===== src/rtl/core/bce_pkg.sv =====
// Shared types, widths, codes and the charge curve of the battery charge estimator.
`timescale 1ns / 1ps
`default_nettype none

package bce_pkg;

   // Stream and register port widths
   localparam int unsigned REQ_TDATA_W = 48;
   localparam int unsigned REQ_TUSER_W = 1;
   localparam int unsigned RSP_TDATA_W = 24;
   localparam int unsigned CSR_INDEX_W = 8;
   localparam int unsigned CSR_DATA_W  = 32;

   // Field widths
   localparam int unsigned TIME_W = 32;
   localparam int unsigned PIN_W  = 12;
   localparam int unsigned GAIN_W = 16;
   localparam int unsigned MV_W   = 16;
   localparam int unsigned PCT_W  = 7;
   localparam int unsigned COEF_W = 16;
   localparam int unsigned STEP_W = 5;

   // Register indexes
   localparam logic [CSR_INDEX_W-1:0] CSR_SAMPLE_INTERVAL = 8'd0;
   localparam logic [CSR_INDEX_W-1:0] CSR_VOLTAGE_GAIN    = 8'd1;

   localparam logic [TIME_W-1:0] INTERVAL_RESET = 32'd60000;
   localparam logic [GAIN_W-1:0] GAIN_RESET     = 16'd8192;

   // Average weights, Q16
   localparam logic [COEF_W-1:0] ALPHA_Q16           = 16'd9830;
   localparam logic [COEF_W-1:0] ONE_MINUS_ALPHA_Q16 = 16'd55706;
   localparam logic [STEP_W-1:0] FILTER_LAST_STEP    = 5'd15;

   localparam logic [PCT_W-1:0] PCT_EMPTY = 7'd0;
   localparam logic [PCT_W-1:0] PCT_FULL  = 7'd100;

   // Charge curve: millivolts against percent, rising
   localparam int unsigned SOC_POINTS = 14;
   localparam logic [MV_W-1:0] SOC_MV [SOC_POINTS] = '{
      16'd3300, 16'd3500, 16'd3600, 16'd3650, 16'd3700, 16'd3730, 16'd3770,
      16'd3820, 16'd3880, 16'd3950, 16'd4030, 16'd4100, 16'd4150, 16'd4200
   };
   localparam logic [PCT_W-1:0] SOC_PCT [SOC_POINTS] = '{
      7'd0, 7'd5, 7'd10, 7'd15, 7'd20, 7'd30, 7'd40,
      7'd50, 7'd60, 7'd70, 7'd80, 7'd90, 7'd95, 7'd100
   };

   // Command to the serial multiply-accumulate unit
   typedef struct packed {
      logic              start;
      logic [COEF_W-1:0] coef_a;
      logic [COEF_W-1:0] coef_b;
      logic [STEP_W-1:0] last_step;
      logic [STEP_W-1:0] round_step;
   } bce_mac_cmd_type;

endpackage

`default_nettype wire


===== src/rtl/core/bce_shift_mac.sv =====
// Bit-serial dual multiply-accumulate with right shift and half-up rounding.
`timescale 1ns / 1ps
`default_nettype none

module bce_shift_mac #(
   parameter int unsigned FRAC_BITS = 8
) (
   input  logic                      clock,
   input  logic                      reset,
   input  bce_pkg::bce_mac_cmd_type  cmd,
   input  logic [FRAC_BITS+11:0]     x_value,
   input  logic [FRAC_BITS+11:0]     y_value,
   output logic                      done,
   output logic [FRAC_BITS+12:0]     result
);
   import bce_pkg::*;

   localparam int unsigned VW = FRAC_BITS + 12;

   logic [VW-1:0]     x_ff;
   logic [VW-1:0]     y_ff;
   logic [COEF_W-1:0] a_ff;
   logic [COEF_W-1:0] b_ff;
   logic [STEP_W-1:0] last_ff;
   logic [STEP_W-1:0] round_ff;
   logic [VW:0]       acc_ff;
   logic [VW:0]       acc_in;
   logic [VW+1:0]     sum;
   logic [STEP_W-1:0] step_ff;
   logic              busy_ff;
   logic              done_ff;

   // One coefficient bit per step; the low sum bit drops out each cycle while busy
   always_comb begin
      sum = {1'b0, acc_ff}
          + (a_ff[0] ? {2'b00, x_ff} : '0)
          + (b_ff[0] ? {2'b00, y_ff} : '0)
          + {{(VW+1){1'b0}}, (step_ff == round_ff)};
      acc_in = sum[VW+1:1];
   end

   always_ff @(posedge clock) begin
      if (reset) begin
         busy_ff <= 1'b0;
         done_ff <= 1'b0;
         step_ff <= '0;
      end else begin
         done_ff <= 1'b0;
         if (cmd.start) begin
            busy_ff <= 1'b1;
            step_ff <= '0;
         end else if (busy_ff) begin
            if (step_ff == last_ff) begin
               busy_ff <= 1'b0;
               done_ff <= 1'b1;
            end else begin
               step_ff <= step_ff + STEP_W'(1);
            end
         end
      end
   end

   always_ff @(posedge clock) begin
      if (cmd.start) begin
         x_ff     <= x_value;
         y_ff     <= y_value;
         a_ff     <= cmd.coef_a;
         b_ff     <= cmd.coef_b;
         last_ff  <= cmd.last_step;
         round_ff <= cmd.round_step;
         acc_ff   <= '0;
      end else if (busy_ff) begin
         acc_ff <= acc_in;
         a_ff   <= {1'b0, a_ff[COEF_W-1:1]};
         b_ff   <= {1'b0, b_ff[COEF_W-1:1]};
      end
   end

   assign done   = done_ff;
   assign result = acc_ff;

endmodule

`default_nettype wire


===== src/rtl/core/bce_soc_lookup.sv =====
// Charge curve lookup: segment scan and serial half-up interpolation divide.
`timescale 1ns / 1ps
`default_nettype none

module bce_soc_lookup (
   input  logic                        clock,
   input  logic                        reset,
   input  logic                        start,
   input  logic [bce_pkg::MV_W-1:0]    mv,
   output logic                        done,
   output logic [bce_pkg::PCT_W-1:0]   pct
);
   import bce_pkg::*;

   localparam int unsigned SEG_W = $clog2(SOC_POINTS);
   localparam int unsigned NUM_W = MV_W + PCT_W + 2;
   localparam int unsigned QUO_W = PCT_W;
   localparam int unsigned CNT_W = $clog2(QUO_W);
   localparam logic [SEG_W-1:0] LAST_SEG = SEG_W'(SOC_POINTS - 2);

   typedef enum logic [1:0] {LK_IDLE, LK_SCAN, LK_DIV} lk_state_type;

   lk_state_type     state_ff;
   logic [SEG_W-1:0] seg_ff;
   logic [SEG_W-1:0] seg_next;
   logic [NUM_W-1:0] rem_ff;
   logic [NUM_W-1:0] dsh_ff;
   logic [QUO_W-1:0] quo_ff;
   logic [CNT_W-1:0] cnt_ff;
   logic [PCT_W-1:0] plo_ff;
   logic [PCT_W-1:0] pct_ff;
   logic             done_ff;

   logic [MV_W-1:0]  lo;
   logic [MV_W-1:0]  hi;
   logic [PCT_W-1:0] plo;
   logic [PCT_W-1:0] phi;
   logic [PCT_W-1:0] dp;
   logic [MV_W-1:0]  dv;
   logic [MV_W-1:0]  dmv;
   logic [NUM_W-1:0] num;
   logic [NUM_W-1:0] dsh_start;
   logic             hit;
   logic             ge;
   logic [QUO_W-1:0] quo_final;
   logic [PCT_W:0]   pct_sum;
   logic [PCT_W-1:0] pct_clamped;

   always_comb begin
      seg_next  = seg_ff + SEG_W'(1);
      lo        = SOC_MV[seg_ff];
      hi        = SOC_MV[seg_next];
      plo       = SOC_PCT[seg_ff];
      phi       = SOC_PCT[seg_next];
      dp        = (phi >= plo) ? (phi - plo) : '0;
      dv        = hi - lo;
      dmv       = mv - lo;
      num       = ((NUM_W'(dmv) * NUM_W'(dp)) << 1) + NUM_W'(dv);
      dsh_start = NUM_W'({dv, 1'b0}) << (QUO_W - 1);
      hit       = (mv <= hi) && (hi > lo);
      ge        = (rem_ff >= dsh_ff);
      quo_final = {quo_ff[QUO_W-2:0], ge};
      pct_sum   = {1'b0, plo_ff} + {1'b0, quo_final};
      pct_clamped = (pct_sum > {1'b0, PCT_FULL}) ? PCT_FULL : pct_sum[PCT_W-1:0];
   end

   always_ff @(posedge clock) begin
      if (reset) begin
         state_ff <= LK_IDLE;
         done_ff  <= 1'b0;
      end else begin
         done_ff <= 1'b0;
         unique case (state_ff)
            LK_IDLE: begin
               if (start) begin
                  priority if (mv >= SOC_MV[SOC_POINTS-1]) begin
                     pct_ff  <= PCT_FULL;
                     done_ff <= 1'b1;
                  end else if (mv <= SOC_MV[0]) begin
                     pct_ff  <= PCT_EMPTY;
                     done_ff <= 1'b1;
                  end else begin
                     seg_ff   <= '0;
                     state_ff <= LK_SCAN;
                  end
               end
            end
            LK_SCAN: begin
               priority if (hit) begin
                  rem_ff   <= num;
                  dsh_ff   <= dsh_start;
                  plo_ff   <= plo;
                  quo_ff   <= '0;
                  cnt_ff   <= CNT_W'(QUO_W - 1);
                  state_ff <= LK_DIV;
               end else if (seg_ff == LAST_SEG) begin
                  pct_ff   <= PCT_EMPTY;
                  done_ff  <= 1'b1;
                  state_ff <= LK_IDLE;
               end else begin
                  seg_ff <= seg_next;
               end
            end
            LK_DIV: begin
               if (ge) begin
                  rem_ff <= rem_ff - dsh_ff;
               end
               quo_ff <= quo_final;
               dsh_ff <= {1'b0, dsh_ff[NUM_W-1:1]};
               if (cnt_ff == '0) begin
                  pct_ff   <= pct_clamped;
                  done_ff  <= 1'b1;
                  state_ff <= LK_IDLE;
               end else begin
                  cnt_ff <= cnt_ff - CNT_W'(1);
               end
            end
            default: begin
               state_ff <= LK_IDLE;
            end
         endcase
      end
   end

   assign done = done_ff;
   assign pct  = pct_ff;

endmodule

`default_nettype wire


===== src/rtl/core/battery_charge_estimator.sv =====
// Top level of the battery charge estimator: sample gate, average, scaling, charge lookup.
// An ignored item (interval not elapsed or motor busy) gives no result; an accepted item
// raises rsp_tvalid after its transfer once it has passed 16 average steps,
// FILTER_FRAC_BITS + 12 scaling steps, the segment scan and 7 divide steps;
// a seeded average skips the average steps. Throughput: one item in work, req_tready returns
// once the result loads the output register. Reset: synchronous, active high, clears state.
`timescale 1ns / 1ps
`default_nettype none

module battery_charge_estimator #(
   parameter int unsigned FILTER_FRAC_BITS = 8
) (
   input  logic                               clock,
   input  logic                               reset,
   // Input stream
   input  logic                               req_tvalid,
   output logic                               req_tready,
   // req_tdata: now_ms [31:0], pin_mv [43:32], zero pad [47:44]
   input  logic [bce_pkg::REQ_TDATA_W-1:0]    req_tdata,
   // req_tuser: motor_busy [0]
   input  logic [bce_pkg::REQ_TUSER_W-1:0]    req_tuser,
   // Result stream
   output logic                               rsp_tvalid,
   input  logic                               rsp_tready,
   // rsp_tdata: battery_mv [15:0], charge_pct [22:16], zero pad [23]
   output logic [bce_pkg::RSP_TDATA_W-1:0]    rsp_tdata,
   // Register writes
   input  logic                               csr_valid,
   output logic                               csr_ready,
   input  logic [bce_pkg::CSR_INDEX_W-1:0]    csr_index,
   input  logic [bce_pkg::CSR_DATA_W-1:0]     csr_data
);
   import bce_pkg::*;

   // Average width: pin millivolts plus fraction bits
   localparam int unsigned VW = PIN_W + FILTER_FRAC_BITS;
   localparam logic [VW+3:0] SEED_LIMIT = (VW+4)'(1) << FILTER_FRAC_BITS;
   localparam logic [STEP_W-1:0] SCALE_LAST_STEP = STEP_W'(FILTER_FRAC_BITS + 11);

   typedef enum logic [2:0] {
      ST_IDLE,
      ST_FILTER,
      ST_SCALE_START,
      ST_SCALE,
      ST_LOOKUP_START,
      ST_LOOKUP,
      ST_EMIT
   } state_type;

   state_type             state_ff;
   logic [TIME_W-1:0]     interval_ff;
   logic [GAIN_W-1:0]     gain_ff;
   logic [TIME_W-1:0]     last_time_ff;
   logic [VW-1:0]         filt_ff;
   logic [MV_W-1:0]       mv_ff;
   logic                  rsp_tvalid_ff;
   logic [RSP_TDATA_W-1:0] rsp_tdata_ff;

   logic [TIME_W-1:0]     now_ms;
   logic [PIN_W-1:0]      pin_mv;
   logic                  motor_busy;
   logic [TIME_W-1:0]     elapsed;
   logic                  req_accept;
   logic                  take;
   logic [VW-1:0]         pin_fx;
   logic [VW+3:0]         filt_times10;
   logic                  seed;
   logic                  out_free;
   logic [MV_W-1:0]       mv_sat;

   bce_mac_cmd_type       mac_cmd;
   logic                  mac_done;
   logic [VW:0]           mac_result;
   logic                  lut_done;
   logic [PCT_W-1:0]      lut_pct;

   // Unpack the request fields
   assign now_ms     = req_tdata[TIME_W-1:0];
   assign pin_mv     = req_tdata[TIME_W+PIN_W-1:TIME_W];
   assign motor_busy = req_tuser[0];

   assign req_tready = (state_ff == ST_IDLE);
   assign req_accept = req_tvalid && req_tready;
   assign csr_ready  = 1'b1;
   assign out_free   = !rsp_tvalid_ff || rsp_tready;

   always_comb begin
      // Wrapping time difference against the interval; a busy motor defers the sample
      elapsed      = now_ms - last_time_ff;
      take         = (elapsed >= interval_ff) && !motor_busy;
      pin_fx       = {pin_mv, {FILTER_FRAC_BITS{1'b0}}};
      // Seed while the average sits at or below a tenth of a millivolt
      filt_times10 = ((VW+4)'(filt_ff) << 3) + ((VW+4)'(filt_ff) << 1);
      seed         = (filt_times10 <= SEED_LIMIT);
      // Scaled value never gets near the top in practice; clamp anyway
      mv_sat = (mac_result[VW:MV_W] != '0) ? {MV_W{1'b1}} : mac_result[MV_W-1:0];
   end

   // Drive the serial unit: weighted average from idle, gain scaling afterwards
   always_comb begin
      mac_cmd.start = ((state_ff == ST_IDLE) && req_accept && take && !seed)
                    || (state_ff == ST_SCALE_START);
      if (state_ff == ST_IDLE) begin
         mac_cmd.coef_a     = ONE_MINUS_ALPHA_Q16;
         mac_cmd.coef_b     = ALPHA_Q16;
         mac_cmd.last_step  = FILTER_LAST_STEP;
         mac_cmd.round_step = FILTER_LAST_STEP;
      end else begin
         mac_cmd.coef_a     = gain_ff;
         mac_cmd.coef_b     = '0;
         mac_cmd.last_step  = SCALE_LAST_STEP;
         mac_cmd.round_step = SCALE_LAST_STEP;
      end
   end

   bce_shift_mac #(
      .FRAC_BITS (FILTER_FRAC_BITS)
   ) u_mac (
      .clock   (clock),
      .reset   (reset),
      .cmd     (mac_cmd),
      .x_value (filt_ff),
      .y_value (pin_fx),
      .done    (mac_done),
      .result  (mac_result)
   );

   bce_soc_lookup u_lookup (
      .clock (clock),
      .reset (reset),
      .start (state_ff == ST_LOOKUP_START),
      .mv    (mv_ff),
      .done  (lut_done),
      .pct   (lut_pct)
   );

   // Register writes; unknown indexes drop
   always_ff @(posedge clock) begin
      if (reset) begin
         interval_ff <= INTERVAL_RESET;
         gain_ff     <= GAIN_RESET;
      end else if (csr_valid && csr_ready) begin
         unique case (csr_index)
            CSR_SAMPLE_INTERVAL: interval_ff <= csr_data[TIME_W-1:0];
            CSR_VOLTAGE_GAIN:    gain_ff     <= csr_data[GAIN_W-1:0];
            default: begin
            end
         endcase
      end
   end

   // Sequencer with sample state and the output register
   always_ff @(posedge clock) begin
      if (reset) begin
         state_ff      <= ST_IDLE;
         last_time_ff  <= '0;
         filt_ff       <= '0;
         rsp_tvalid_ff <= 1'b0;
      end else begin
         // Drop the result once its transfer completes; in ST_EMIT the load below decides
         if (rsp_tvalid_ff && rsp_tready && (state_ff != ST_EMIT)) begin
            rsp_tvalid_ff <= 1'b0;
         end
         unique case (state_ff)
            ST_IDLE: begin
               if (req_accept && take) begin
                  last_time_ff <= now_ms;
                  if (seed) begin
                     filt_ff  <= pin_fx;
                     state_ff <= ST_SCALE_START;
                  end else begin
                     state_ff <= ST_FILTER;
                  end
               end
            end
            ST_FILTER: begin
               if (mac_done) begin
                  filt_ff  <= mac_result[VW-1:0];
                  state_ff <= ST_SCALE_START;
               end
            end
            ST_SCALE_START: begin
               state_ff <= ST_SCALE;
            end
            ST_SCALE: begin
               if (mac_done) begin
                  mv_ff    <= mv_sat;
                  state_ff <= ST_LOOKUP_START;
               end
            end
            ST_LOOKUP_START: begin
               state_ff <= ST_LOOKUP;
            end
            ST_LOOKUP: begin
               if (lut_done) begin
                  state_ff <= ST_EMIT;
               end
            end
            ST_EMIT: begin
               // Hold until the output register is free, then load it
               if (out_free) begin
                  rsp_tvalid_ff <= 1'b1;
                  rsp_tdata_ff  <= {1'b0, lut_pct, mv_ff};
                  state_ff      <= ST_IDLE;
               end else begin
                  rsp_tvalid_ff <= 1'b1;
               end
            end
            default: begin
               state_ff <= ST_IDLE;
            end
         endcase
      end
   end

   assign rsp_tvalid = rsp_tvalid_ff;
   assign rsp_tdata  = rsp_tdata_ff;

endmodule

`default_nettype wire


===== config.mk =====
export PLATFORM = sky130hd
export DESIGN_NAME = battery_charge_estimator
export DESIGN_NICKNAME = d
export VERILOG_FILES = /design/src/rtl/core/bce_pkg.sv /design/src/rtl/core/bce_shift_mac.sv /design/src/rtl/core/bce_soc_lookup.sv /design/src/rtl/core/battery_charge_estimator.sv
export SDC_FILE = /design/constraint.sdc
export NUM_CORES = 1
export LEC_CHECK = 0
export ABC_AREA = 1
export BUFFER_PORTS_ARGS = -buffer_cell sky130_fd_sc_hd__buf_2
export CAP_MARGIN = 30
export CELL_PAD_IN_SITES_DETAIL_PLACEMENT = 0
export CELL_PAD_IN_SITES_GLOBAL_PLACEMENT = 1
export CORE_ASPECT_RATIO = 0.9
export CORE_MARGIN = 3
export CORE_UTILIZATION = 50
export CTS_CLUSTER_SIZE = 40
export DETAILED_ROUTE_END_ITERATION = 16
export PLACE_DENSITY_LB_ADDON = 0.1
export SETUP_SLACK_MARGIN = 0.02
export SKIP_LAST_GASP = 1
export SYNTH_ARGS = -nofsm -noshare
export SYNTH_HDL_FRONTEND = slang
export SYNTH_SLANG_ARGS = --single-unit

===== constraint.sdc =====
create_clock -name clock -period 19.35 [get_ports clock]
set_input_delay 3.87 -clock clock [delete_from_list [all_inputs] [get_ports clock]]
set_output_delay 3.87 -clock clock [all_outputs]
set_load 0.02 [all_outputs]

======== After elaboration in Yosys (flattened, before gate mapping) ========
Memories as Yosys holds them, arrays and structs flattened.
Cells that the tools add are included.
word-level totals
  bits in registers ....................... 325
  bits in read-only memories .............. 736
  input port bits ......................... 94
  output and inout bits ................... 27
  logic and storage cells ................. 206
  memories ................................ 4
memories
  memory           depth  width  rd ports  clocked after memory_dff  write ports  RTL line              source
  (no name shown)  16     16     1         0                         0            bce_soc_lookup.sv:52  hi = SOC_MV[seg_next];
  (no name shown)  16     16     1         0                         0            bce_soc_lookup.sv:51  lo = SOC_MV[seg_ff];
  (no name shown)  16     7      1         0                         0            bce_soc_lookup.sv:54  phi = SOC_PCT[seg_next];
  (no name shown)  16     7      1         0                         0            bce_soc_lookup.sv:53  plo = SOC_PCT[seg_ff];
cells by class
  add/subtract/negate cells ............... 14
  multiply operators ...................... 1
  $lt $le $gt $ge ......................... 11
  equality and inequality tests ........... 31
  muxes and demuxes ....................... 71
  bitwise logic cells ..................... 5
  reductions and logical operators ........ 42
operator list
  kind                                                  count
  2-to-1 mux 16 bit                                     8
  2-to-1 mux 20 bit                                     5
  case mux 25 bit (2 select lines)                      2
  2-to-1 mux 7 bit                                      12
  2-to-1 mux 25 bit                                     3
  2-to-1 mux 42 bit                                     1
  case mux 20 bit (2 select lines)                      1
  greater-or-equal comparator 32 bit                    1
  subtractor 16 bit                                     2
  subtractor 32 bit                                     1
  adder 24 x 16 -> 25 bit                               1
  greater-or-equal comparator 25 bit                    1
  subtractor 25 bit                                     1
  adder 23 x 21 -> 24 bit                               1
  <= comparator 24 x 9 -> 1 bit, second input constant  1
  multiplier 16 x 7 -> 23 bit                           1
  adder 21 x 22 -> 22 bit                               1
  adder 22 x 1 -> 22 bit                                1
  adder 22 bit                                          1
  2-to-1 mux 3 bit                                      7
  case mux 3 bit (7 select lines)                       1
  case mux 7 bit (3 select lines)                       1
  2-to-1 mux 4 bit                                      5
  != test 2 x 1 -> 1 bit, second input constant         10
  other kinds (49)                                      106

======== Logic depth before layout (Yosys ltp) ========
Gate-level depths: netlist of run 1.
  depth after elaboration ................. 11
  mapped depth ............................ 54
  gate-level depth less buffers ........... 52

======== Cells and area by module ========
Synthesis of run 1 repeated with hierarchy kept, for this count alone.
unflattened totals
  cells, all modules ...................... 3,703
  area total of the unflattened synthesis .. 27,420.0 sq um
by module, submodules not included
  module                    times used  cells an instance  area an instance (sq um)  sequential area each (sq um)
  bce_soc_lookup            1           1,714              12,215.5                  2,312.2
  battery_charge_estimator  1           1,293              9,147.5                   3,253.1
  bce_shift_mac             1           696                6,057.1                   3,022.9

======== Least setup slack after synthesis of run 1 ========
OpenSTA, ideal clock, no wires.
  path type ............................... register -> register
  start ................................... reg u_lookup.seg_ff[2]
  end ..................................... reg u_lookup.rem_ff[22], data pin
  setup time .............................. 0.263 ns
  data arrival time ....................... 8.294 ns
  required time ........................... 19.087 ns
  slack ................................... 10.793 ns
  cell stages (with the launch flop) ...... 49
  buffers on the path ..................... 3
  period minus slack after synthesis ...... 8.557 ns
  path through ............................ edfxtp_1 -> clkbuf_1 -> clkinv_1 -> ha_1 -> clkbuf_1 -> nor2_1 -> nor2_1 -> inv_1 -> o22ai_1 -> inv_1 -> ha_1 -> nand2_1 -> o21ai_0 -> nand2_1 -> nand2_1 -> a21oi_1 -> nor2_1 -> inv_1 -> (+13 left out) -> nand2_1 -> inv_1 -> a21oi_1 -> o21bai_1 -> a21oi_1 -> xnor2_1 -> ha_1 -> nand2_1 -> nor2_1 -> inv_1 -> nor3_1 -> nand2_1 -> nand2_1 -> nand3_1 -> nor2_1 -> nand2_1 -> nor2_1 -> o21ai_0
between the ends
  word-level cells in the longest chain between the ends .. 11
  elaborated cells on any way between the ends .. 24
  classes of those cells .................. add/sub: 5; mul: 1; order compare: 1; mux: 11; bitwise: 2; memory: 4
ends and longest elaborated chain
  what                                                                          RTL line                                    source
  start, declared                                                               bce_soc_lookup.sv:24                        logic [SEG_W-1:0] seg_ff;
  start signal, assigned                                                        bce_soc_lookup.sv:101                       seg_ff <= seg_next;
  adder 4 x 1 -> 4 bit                                                          bce_soc_lookup.sv:50                        seg_next = seg_ff + SEG_W'(1);
  inverter 4 -> 5 bit (not written as such)                                     bce_soc_lookup.sv:52, bce_soc_lookup.sv:54
  memory read (16 x 7 bit)                                                      --
  2-to-1 mux 7 bit (not written as such) (2 in a row)                           bce_soc_lookup.sv:54
  subtractor 7 bit / greater-or-equal comparator 7 bit (equally long branches)  bce_soc_lookup.sv:55                        dp = (phi >= plo) ? (phi - plo) : '0;
  2-to-1 mux 7 bit                                                              bce_soc_lookup.sv:55
  multiplier 16 x 7 -> 23 bit                                                   bce_soc_lookup.sv:58                        num = ((NUM_W'(dmv) * NUM_W'(dp)) << 1) + NUM_W'(dv);
  adder 24 x 16 -> 25 bit *                                                     bce_soc_lookup.sv:58
  2-to-1 mux 25 bit *                                                           bce_soc_lookup.sv:89                        priority if (hit) begin
  case mux 25 bit (2 select lines) *                                            bce_soc_lookup.sv:73                        unique case (state_ff)
  end signal, assigned                                                          bce_soc_lookup.sv:90                        rem_ff <= num;
  end signal, assigned                                                          bce_soc_lookup.sv:106                       rem_ff <= rem_ff - dsh_ff;
  end, declared                                                                 bce_soc_lookup.sv:26                        logic [NUM_W-1:0] rem_ff;
Mark *: on every way between the ends. The rest lies on a longest branch, timed or not. The select of a mux whose other input is x is not followed.
A chain may end at the register's enable or synchronous reset.

======== Worst setup path after layout of run 1 ========
  start ................................... reg u_lookup.seg_ff[3]
  end ..................................... reg u_lookup.rem_ff[22], data pin
Same word-level chain as after synthesis.

==> flow_summary.yaml, run 1 <==
outcome:
  result_of_the_run: "finished, final reports clean"
setup_path:
  worstReg2RegStart: "u_lookup.seg_ff[3]$_SDFFCE_PN0P_"
  crit_path_end_kind: "flip-flop"
  rr_worst_depth: 48
  timing.critical_path.slowest_cell_delay_ns: 0.64
  cp_data_arrival_time_ns: 10.47
  critPathRequiredTime_ns: 19.63
  cell_with_the_largest_stage_delay_on_the_worst_path: "sky130_fd_sc_hd__edfxtp_1"
  cp-start-kind: "flip-flop"
  r2r_slack_ns: 9.16
  timing.critical_path.fanout_max: 16
  timing.rr.end: "u_lookup.rem_ff[22]$_DFFE_PP_"
  critical_path_class: "reg2reg"
global_route:
  grt_first_pass_wirelength_um: 109000
  antenna_found_initial: 0
  grtUsageTotal_pct: 24.8
  grt_max_degree: 104
  first_global_vias: 21900
  overflow: 0
route:
  drt_pass1_iterations: 5
  first_iter_violations: 1322
  drc: 0
  routed_vias: 22200
  route.antenna.remaining_nets: 0
  drt-wirelength-per-cell_um: 15.8
  post_drt_via_cell_ratio: 5.29
  route.final.wire_length_um: 66500
clock_tree:
  cts_num_sinks: 313
  postCtsHoldBufs: 0
  tritoncts_buffers: 36
  cts.reportedPaths.clkPinSlew_ns: 0.06
  clock_insertion_delay_worst_skew_ns: 0.58
  cts_resized: 0
  root_buffer: "sky130_fd_sc_hd__clkbuf_16"
  cts_setup_buffers: 0
  htreeDepth: 2
  tritoncts: "yes"
  clockBufferDepth: 3
cells_and_area:
  layout_common_cells: "sky130_fd_sc_hd__nand2_1, sky130_fd_sc_hd__inv_1, sky130_fd_sc_hd__nor2_1"
  layout-area-overhead-vs-synth_pct: 9.58
  final_common_cell: "sky130_fd_sc_hd__nand2_1"
  layout_net_count: 3938
  drive_above_1_share_pct: 7.04
  fin_util_pct: 56.3
timing:
  tightest_slew_ns: 1.02
  post-route-period-util_pct: 52.7
  rsz_0062_raised_after_global_routing: "false"
  clock.fmax_mhz: 98.1
  period_minus_slack_ns: 10.19
  hold_viol: 0
  final-setup-viol-count: 0
  hold_ws_ns: 0.413
  maxSlewHeadroom_pct: 31.9
  count_of_final_max_slew_check_failures: 0
  final.setup_skew_ns: 0.0304
  setup-tns-final_ns: 0
synthesis:
  yosys_warnings: 0
  synthTopCellsByArea: "sky130_fd_sc_hd__edfxtp_1, sky130_fd_sc_hd__ha_1, sky130_fd_sc_hd__dfxtp_1"
  yosys_most_used_dff: "sky130_fd_sc_hd__edfxtp_1"
  ys_seq_area_share_pct: 31.5
  synth_largest_type_area_fraction_pct: 20.9
  syn-cell-area_um2: 25600
  proportion_of_synthesized_flip_flops_having_asynchronous_set_or_reset_pct: 0
  post_synth_inst_count: 3405
  yosys_register_bits: 313
  synth_enable_flop_cells: 178
  synth_nets: 3847
  yosysTopAreaCell: "sky130_fd_sc_hd__edfxtp_1"
  post_synth.cell_area_avg_um2: 7.51
  synthDistinctLibCells: 58
floorplan:
  row_count: 77
  initial_core_util_pct: 51.4
  die_height_um: 221
  die-area_um2: 53900
  ioPinCount: 121
  core_region_area_um2: 49800
  floorplan.die.width_um: 244
power:
  power.switching_w: 0.00252
  proportion_of_total_power_due_to_net_switching_pct: 50.3
  clkPwrFrac_pct: 14.0
  power_density_nw_per_um2: 179
  pwr-share-comb_pct: 65.2
  intPower_w: 0.00249
  vdd.ir_drop.worst_v: 0.000152
  power_frac_seq_pct: 20.7
  static-leakage-power_nw: 13.6
hold_path:
  min-delay-path-class: "reg2reg"
  worst_hold_path.endpoint: "rsp_tdata[16]$_DFFE_PP_"
  hold-path-cell-count: 0
  timing.hold.worst.start: "u_lookup.pct[0]$_DFFE_PP_"
place:
  port-buffer-count: 114
  detailedPlacementHpwl_um: 52500
  gp_congestion: 0.907
flow_run:
  max_cap_viol_count: 0
## power groups by stage
stage	Sequential [W]	Combinational [W]	Clock (W)
after CTS	0.00104	0.00328	0.000722
after detailed placement	0.00105	0.00326	0
after floorplan	0.00102	0.00246	0
after global placement	0.00105	0.00322	0
final	0.00104	0.00327	0.000703
after global routing	0.00106	0.00375	0.000748
## worst max-delay path: cells and delay by family (launching register included)
kind	cells	cell delay (ns)
AND/OR/NAND/NOR	21	3.02
adder cells (fa/ha/maj)	7	3.14
XOR/XNOR	1	0.11
AO/OA/AOI/OAI	8	1.43
flip-flops	1	0.64
buffers and inverters	11	1.58
## synthesized netlist by cell type (4+ instances only)
cell,instances
sky130_fd_sc_hd__a21boi_0,4
sky130_fd_sc_hd__a31oi_1,23
sky130_fd_sc_hd__a21oi_1,302
sky130_fd_sc_hd__nand4_1,25
sky130_fd_sc_hd__nor3_1,34
sky130_fd_sc_hd__o22ai_1,6
sky130_fd_sc_hd__fa_1,90
sky130_fd_sc_hd__xor2_1,58
sky130_fd_sc_hd__ha_1,258
sky130_fd_sc_hd__or2_2,18
sky130_fd_sc_hd__dfxtp_1,135
sky130_fd_sc_hd__nand3b_1,8
sky130_fd_sc_hd__clkbuf_1,58
sky130_fd_sc_hd__inv_2,9
sky130_fd_sc_hd__inv_1,556
sky130_fd_sc_hd__a211oi_2,9
sky130_fd_sc_hd__o211ai_1,19
sky130_fd_sc_hd__nand2_1,712
sky130_fd_sc_hd__edfxtp_1,178
sky130_fd_sc_hd__o21a_1,6
sky130_fd_sc_hd__o21ai_0,247
sky130_fd_sc_hd__nand3_1,133
sky130_fd_sc_hd__a21oi_2,5
sky130_fd_sc_hd__nor4_1,9
sky130_fd_sc_hd__nor2_2,8
sky130_fd_sc_hd__a211oi_1,8
sky130_fd_sc_hd__nor2_1,363
sky130_fd_sc_hd__buf_4,4
sky130_fd_sc_hd__buf_2,6
sky130_fd_sc_hd__xnor2_1,44
sky130_fd_sc_hd__nand2_2,4
sky130_fd_sc_hd__o21bai_1,12
sky130_fd_sc_hd__a21o_1,14
## stage by stage
step | total power (W) | instance area (µm²) | std cells | setup slack (ns)
CTS | 0.00505 | 28000 | 4193 | 9.22
finish | 0.00501 | 28000 | 4196 | 9.16
detailed placement | 0.00431 | 26800 | 4127 | 9.25
global placement | 0.00427 | 26800 | 4126 | 8.89
floorplan | 0.00348 | 25600 | 3405 | 10.79
global route | 0.00556 | 28000 | 4195 | 8.24
## layer usage
layer | part of all wire [%] | global-route usage, % | vias up | routed length [µm]
met4 | 2.2 | 6.75 | 0 | 1440
met5 | 0 | 0 | - | 0
li1 | - | - | 11300 | -
met3 | 3.6 | 2.86 | 91 | 2400
met2 | 48 | 44.0 | 429 | 32200
met1 | 46 | 32.1 | 10400 | 30500
## final cells by class
cell class	instances	area (µm²)
repair buffers	127	701
clock buffers	51	997
flip-flops and latches	313	8050
clock inverters	15	213
inverters	569	2140
diodes	1	2.50
multi-input cells	2449	15100
well taps	671	840
fillers	4814	21800
## cells by family after synthesis
kind of cell | share of synthesized area [%]
compound gates | 14.5
xor+xnor | 3.49
fa+ha+maj | 19.7
buf+inv | 9.62
flops | 31.5
other cells | 0.0294
simple gates | 21.2
## state kept, by name, indices dropped and copies added (netlist names), 5 cells and up
| name | count |
|---|---|
| u_mac.a_ff | 16 |
| interval_ff | 32 |
| u_lookup.quo_ff | 6 |
| u_mac.result | 21 |
| u_mac.step_ff | 5 |
| rsp_tdata | 23 |
| u_mac.b_ff | 14 |
| last_time_ff | 32 |
| u_mac.y_ff | 12 |
| mv_ff | 16 |
| gain_ff | 16 |
| filt_ff | 20 |
| u_lookup.dsh_ff | 23 |
| u_lookup.plo_ff | 7 |
| u_lookup.rem_ff | 25 |
| u_lookup.pct | 7 |
| u_mac.x_ff | 20 |
## worst max path at each step
stage                                     startpoint                            end  slack, ns  cells past startpoint
floorplan           u_lookup.seg_ff[2]$_SDFFCE_PN0P_  u_lookup.rem_ff[22]$_DFFE_PP_      10.79                     48
global placement                        req_tdata[0]   u_mac.b_ff[12]$_SDFFCE_PN0P_       8.89                     27
detailed placement  u_lookup.seg_ff[2]$_SDFFCE_PN0P_  u_lookup.rem_ff[22]$_DFFE_PP_       9.25                     47
CTS                 u_lookup.seg_ff[2]$_SDFFCE_PN0P_  u_lookup.rem_ff[22]$_DFFE_PP_       9.22                     47
global route        u_lookup.seg_ff[0]$_SDFFCE_PN0P_  u_lookup.rem_ff[22]$_DFFE_PP_       8.24                     49
finish              u_lookup.seg_ff[3]$_SDFFCE_PN0P_  u_lookup.rem_ff[22]$_DFFE_PP_       9.16                     48
Note: power is estimated with default switching activity, not from simulation.
==> run 2, diff against run 1 <==
--- a/config.mk
+++ b/config.mk
@@ -12,7 +12,7 @@
 export CELL_PAD_IN_SITES_GLOBAL_PLACEMENT = 1
 export CORE_ASPECT_RATIO = 0.9
 export CORE_MARGIN = 3
-export CORE_UTILIZATION = 50
+export CORE_UTILIZATION = 43
 export CTS_CLUSTER_SIZE = 40
 export DETAILED_ROUTE_END_ITERATION = 16
 export PLACE_DENSITY_LB_ADDON = 0.1
==> constraint.sdc (replaced) <==
create_clock -name clock -period 8.3 [get_ports clock]
set_input_delay 1.66 -clock clock [delete_from_list [all_inputs] [get_ports clock]]
set_output_delay 1.66 -clock clock [all_outputs]
set_load 0.02 [all_outputs]
==> run 2 against run 1 <==
Final area rose by 6.8%. Sequential share of layout area decreased by 1.8 points. Clock power increased to 2.6 times the previous value. Count of clock-buffer cells in the layout decreased by 1. Flip-flop and latch count is the same. Non-clock buffer count is 145 higher. Wire length increased by 5.9%. Power grew to 2.7 times the previous value. Register-to-register slack got worse by 8.8 ns.
==> flow_summary.yaml, run 2 (synthesized netlist as in run 1, its figures left out) <==
cells_and_area:
  largestRegisters: "interval_ff: 32 flops, last_time_ff: 32 flops, u_lookup.rem_ff: 25 flops"
  finish.cell_count_without_fillers: 4447
  final_common_cell: "sky130_fd_sc_hd__nand2_1"
  ant_cells: 0
  layout_common_cells: "sky130_fd_sc_hd__nand2_1, sky130_fd_sc_hd__inv_1, sky130_fd_sc_hd__nor2_1"
  nFillCells: 5808
  postLayoutCellArea_um2: 29900
  drive_above_1_share_pct: 13.9
  layout_net_count: 4085
  layout-area-overhead-vs-synth_pct: 17.0
  fin_util_pct: 51.0
global_route:
  grt_max_degree: 101
  antenna_found_initial: 0
  first_global_vias: 22300
  grt_first_pass_wirelength_um: 114000
  grtUsageTotal_pct: 22.3
  overflow: 0
route:
  route.final.wire_length_um: 70400
  drt-wirelength-per-cell_um: 15.8
  post_drt_via_cell_ratio: 5.05
  drc: 0
  routed_vias: 22500
  first_iter_violations: 1162
  drt_pass1_iterations: 6
  route.antenna.remaining_nets: 0
floorplan:
  row_count: 84
  die-area_um2: 62500
  ioPinCount: 121
  initial_core_util_pct: 43.6
  die_height_um: 237
  floorplan.die.width_um: 263
  core_region_area_um2: 58600
setup_path:
  cp-start-kind: "flip-flop"
  crit_path_end_kind: "flip-flop"
  critical_path_class: "reg2reg"
  timing.critical_path.slowest_cell_delay_ns: 0.53
  cp_data_arrival_time_ns: 8.21
  timing.critical_path.fanout_max: 6
  timing.critical_path.mode_cell: "sky130_fd_sc_hd__inv_1"
  critPathRequiredTime_ns: 8.60
  cell_with_the_largest_stage_delay_on_the_worst_path: "sky130_fd_sc_hd__fa_1"
place:
  detailedPlacementHpwl_um: 56200
  post-place-cells: 4366
  placed_cell_area_um2: 27900
  dpl_worst_slack_ns: -0.228
  port-buffer-count: 114
  gp_congestion: 0.903
hold_path:
  min-delay-path-class: "reg2reg"
timing:
  hold_ws_ns: 0.418
  count_of_final_max_slew_check_failures: 0
  setup_ws_ns: 0.388
  clock.fmax_mhz: 126
  hold_viol: 0
  post-route-period-util_pct: 95.3
  final-setup-viol-count: 0
  final.setup_skew_ns: 0.0326
  maxSlewHeadroom_pct: 34.2
  tightest_slew_ns: 0.987
  rsz_0062_raised_after_global_routing: "true"
  period_minus_slack_ns: 7.91
clock_tree:
  root_buffer: "sky130_fd_sc_hd__clkbuf_16"
  cts_num_sinks: 313
  postCtsHoldBufs: 0
  tritoncts: "yes"
  clockBufferDepth: 3
  clock_insertion_delay_worst_skew_ns: 0.58
  cts.reportedPaths.clkPinSlew_ns: 0.06
  tritoncts_buffers: 38
  htreeDepth: 2
power:
  vdd.ir_drop.worst_v: 0.000444
  static-leakage-power_nw: 14.4
  power_density_nw_per_um2: 458
flow_run:
  max_cap_viol_count: 0
outcome:
  result_of_the_run: "finished, final reports clean"
run 2: cell types whose count changed in the layout (fill, tap and decap cells not counted), sizes merged:
cell	previous run	this run
clkbuf	52	50
clkinvlp	2	1
bufinv	3	5
inv	569	571
buf	126	272
clkinv	10	12
diode	1	0
run 2: cell type report:
class / instances / area, µm² / area share (%)
sequential: 313 / 8050 / 26.9
clock buffer: 50 / 1060 / 3.53
clock inverter: 20 / 300 / 1.00
inverter: 569 / 2140 / 7.16
timing repair buffer: 272 / 1810 / 6.03
multi-input combinational: 2449 / 15600 / 52.2
tap: 774 / 968 / 3.23
run 2: final timing paths:
kind,slack [ns],endpoint,cells after the start,from
setup / recovery,0.39,u_lookup.rem_ff[22]$_DFFE_PP_,46,u_lookup.seg_ff[1]$_SDFFCE_PN0P_
hold reg to reg,0.42,rsp_tdata[19]$_DFFE_PP_,0,u_lookup.pct[3]$_DFFE_PP_
setup reg to reg,0.39,u_lookup.rem_ff[22]$_DFFE_PP_,46,u_lookup.seg_ff[1]$_SDFFCE_PN0P_
hold / removal,0.42,rsp_tdata[19]$_DFFE_PP_,0,u_lookup.pct[3]$_DFFE_PP_
run 2: repair_timing:
action                                  CTS  global route
pin swaps                                 1            35
setup buffers                             1             9
gates resized for setup                  14           130
endpoints found under the setup margin   15            17
run 2: through the flow:
step / total power (W) / setup TNS [ns]
6_report: 0.0137 / 0
5_1_grt: 0.0152 / -0.235
4_1_cts: 0.0133 / 0
3_5_place_dp: 0.0114 / -1.49
3_3_place_gp: 0.0114 / -0.906
2_1_floorplan: 0.00811 / 0
run 2: report_power, final:
group / leakage (nW) / internal [W] / switching (W) / total (W)
registers: 2.74 / 0.00223 / 0.000188 / 0.00242
logic: 11.0 / 0.00391 / 0.00560 / 0.00951
clock network: 0.663 / 0.00107 / 0.000722 / 0.00180
run 2: critical path: cells and delay by family, from the launching register on:
kind	cells	cell delay, ns
AND/OR/NAND/NOR	16	1.57
AO/OA/AOI/OAI	8	0.98
buffers and inverters	11	0.85
XOR/XNOR	1	0.16
adder cells (fa/ha/maj)	10	3.64
flip-flops	1	0.41
run 2: routing by layer:
layer / wire, µm / GRT usage [%]
met1: 32400 / 29.2
met3: 2030 / 2.49
met5: 0 / 0
met2: 34300 / 39.3
met4: 1700 / 6.08
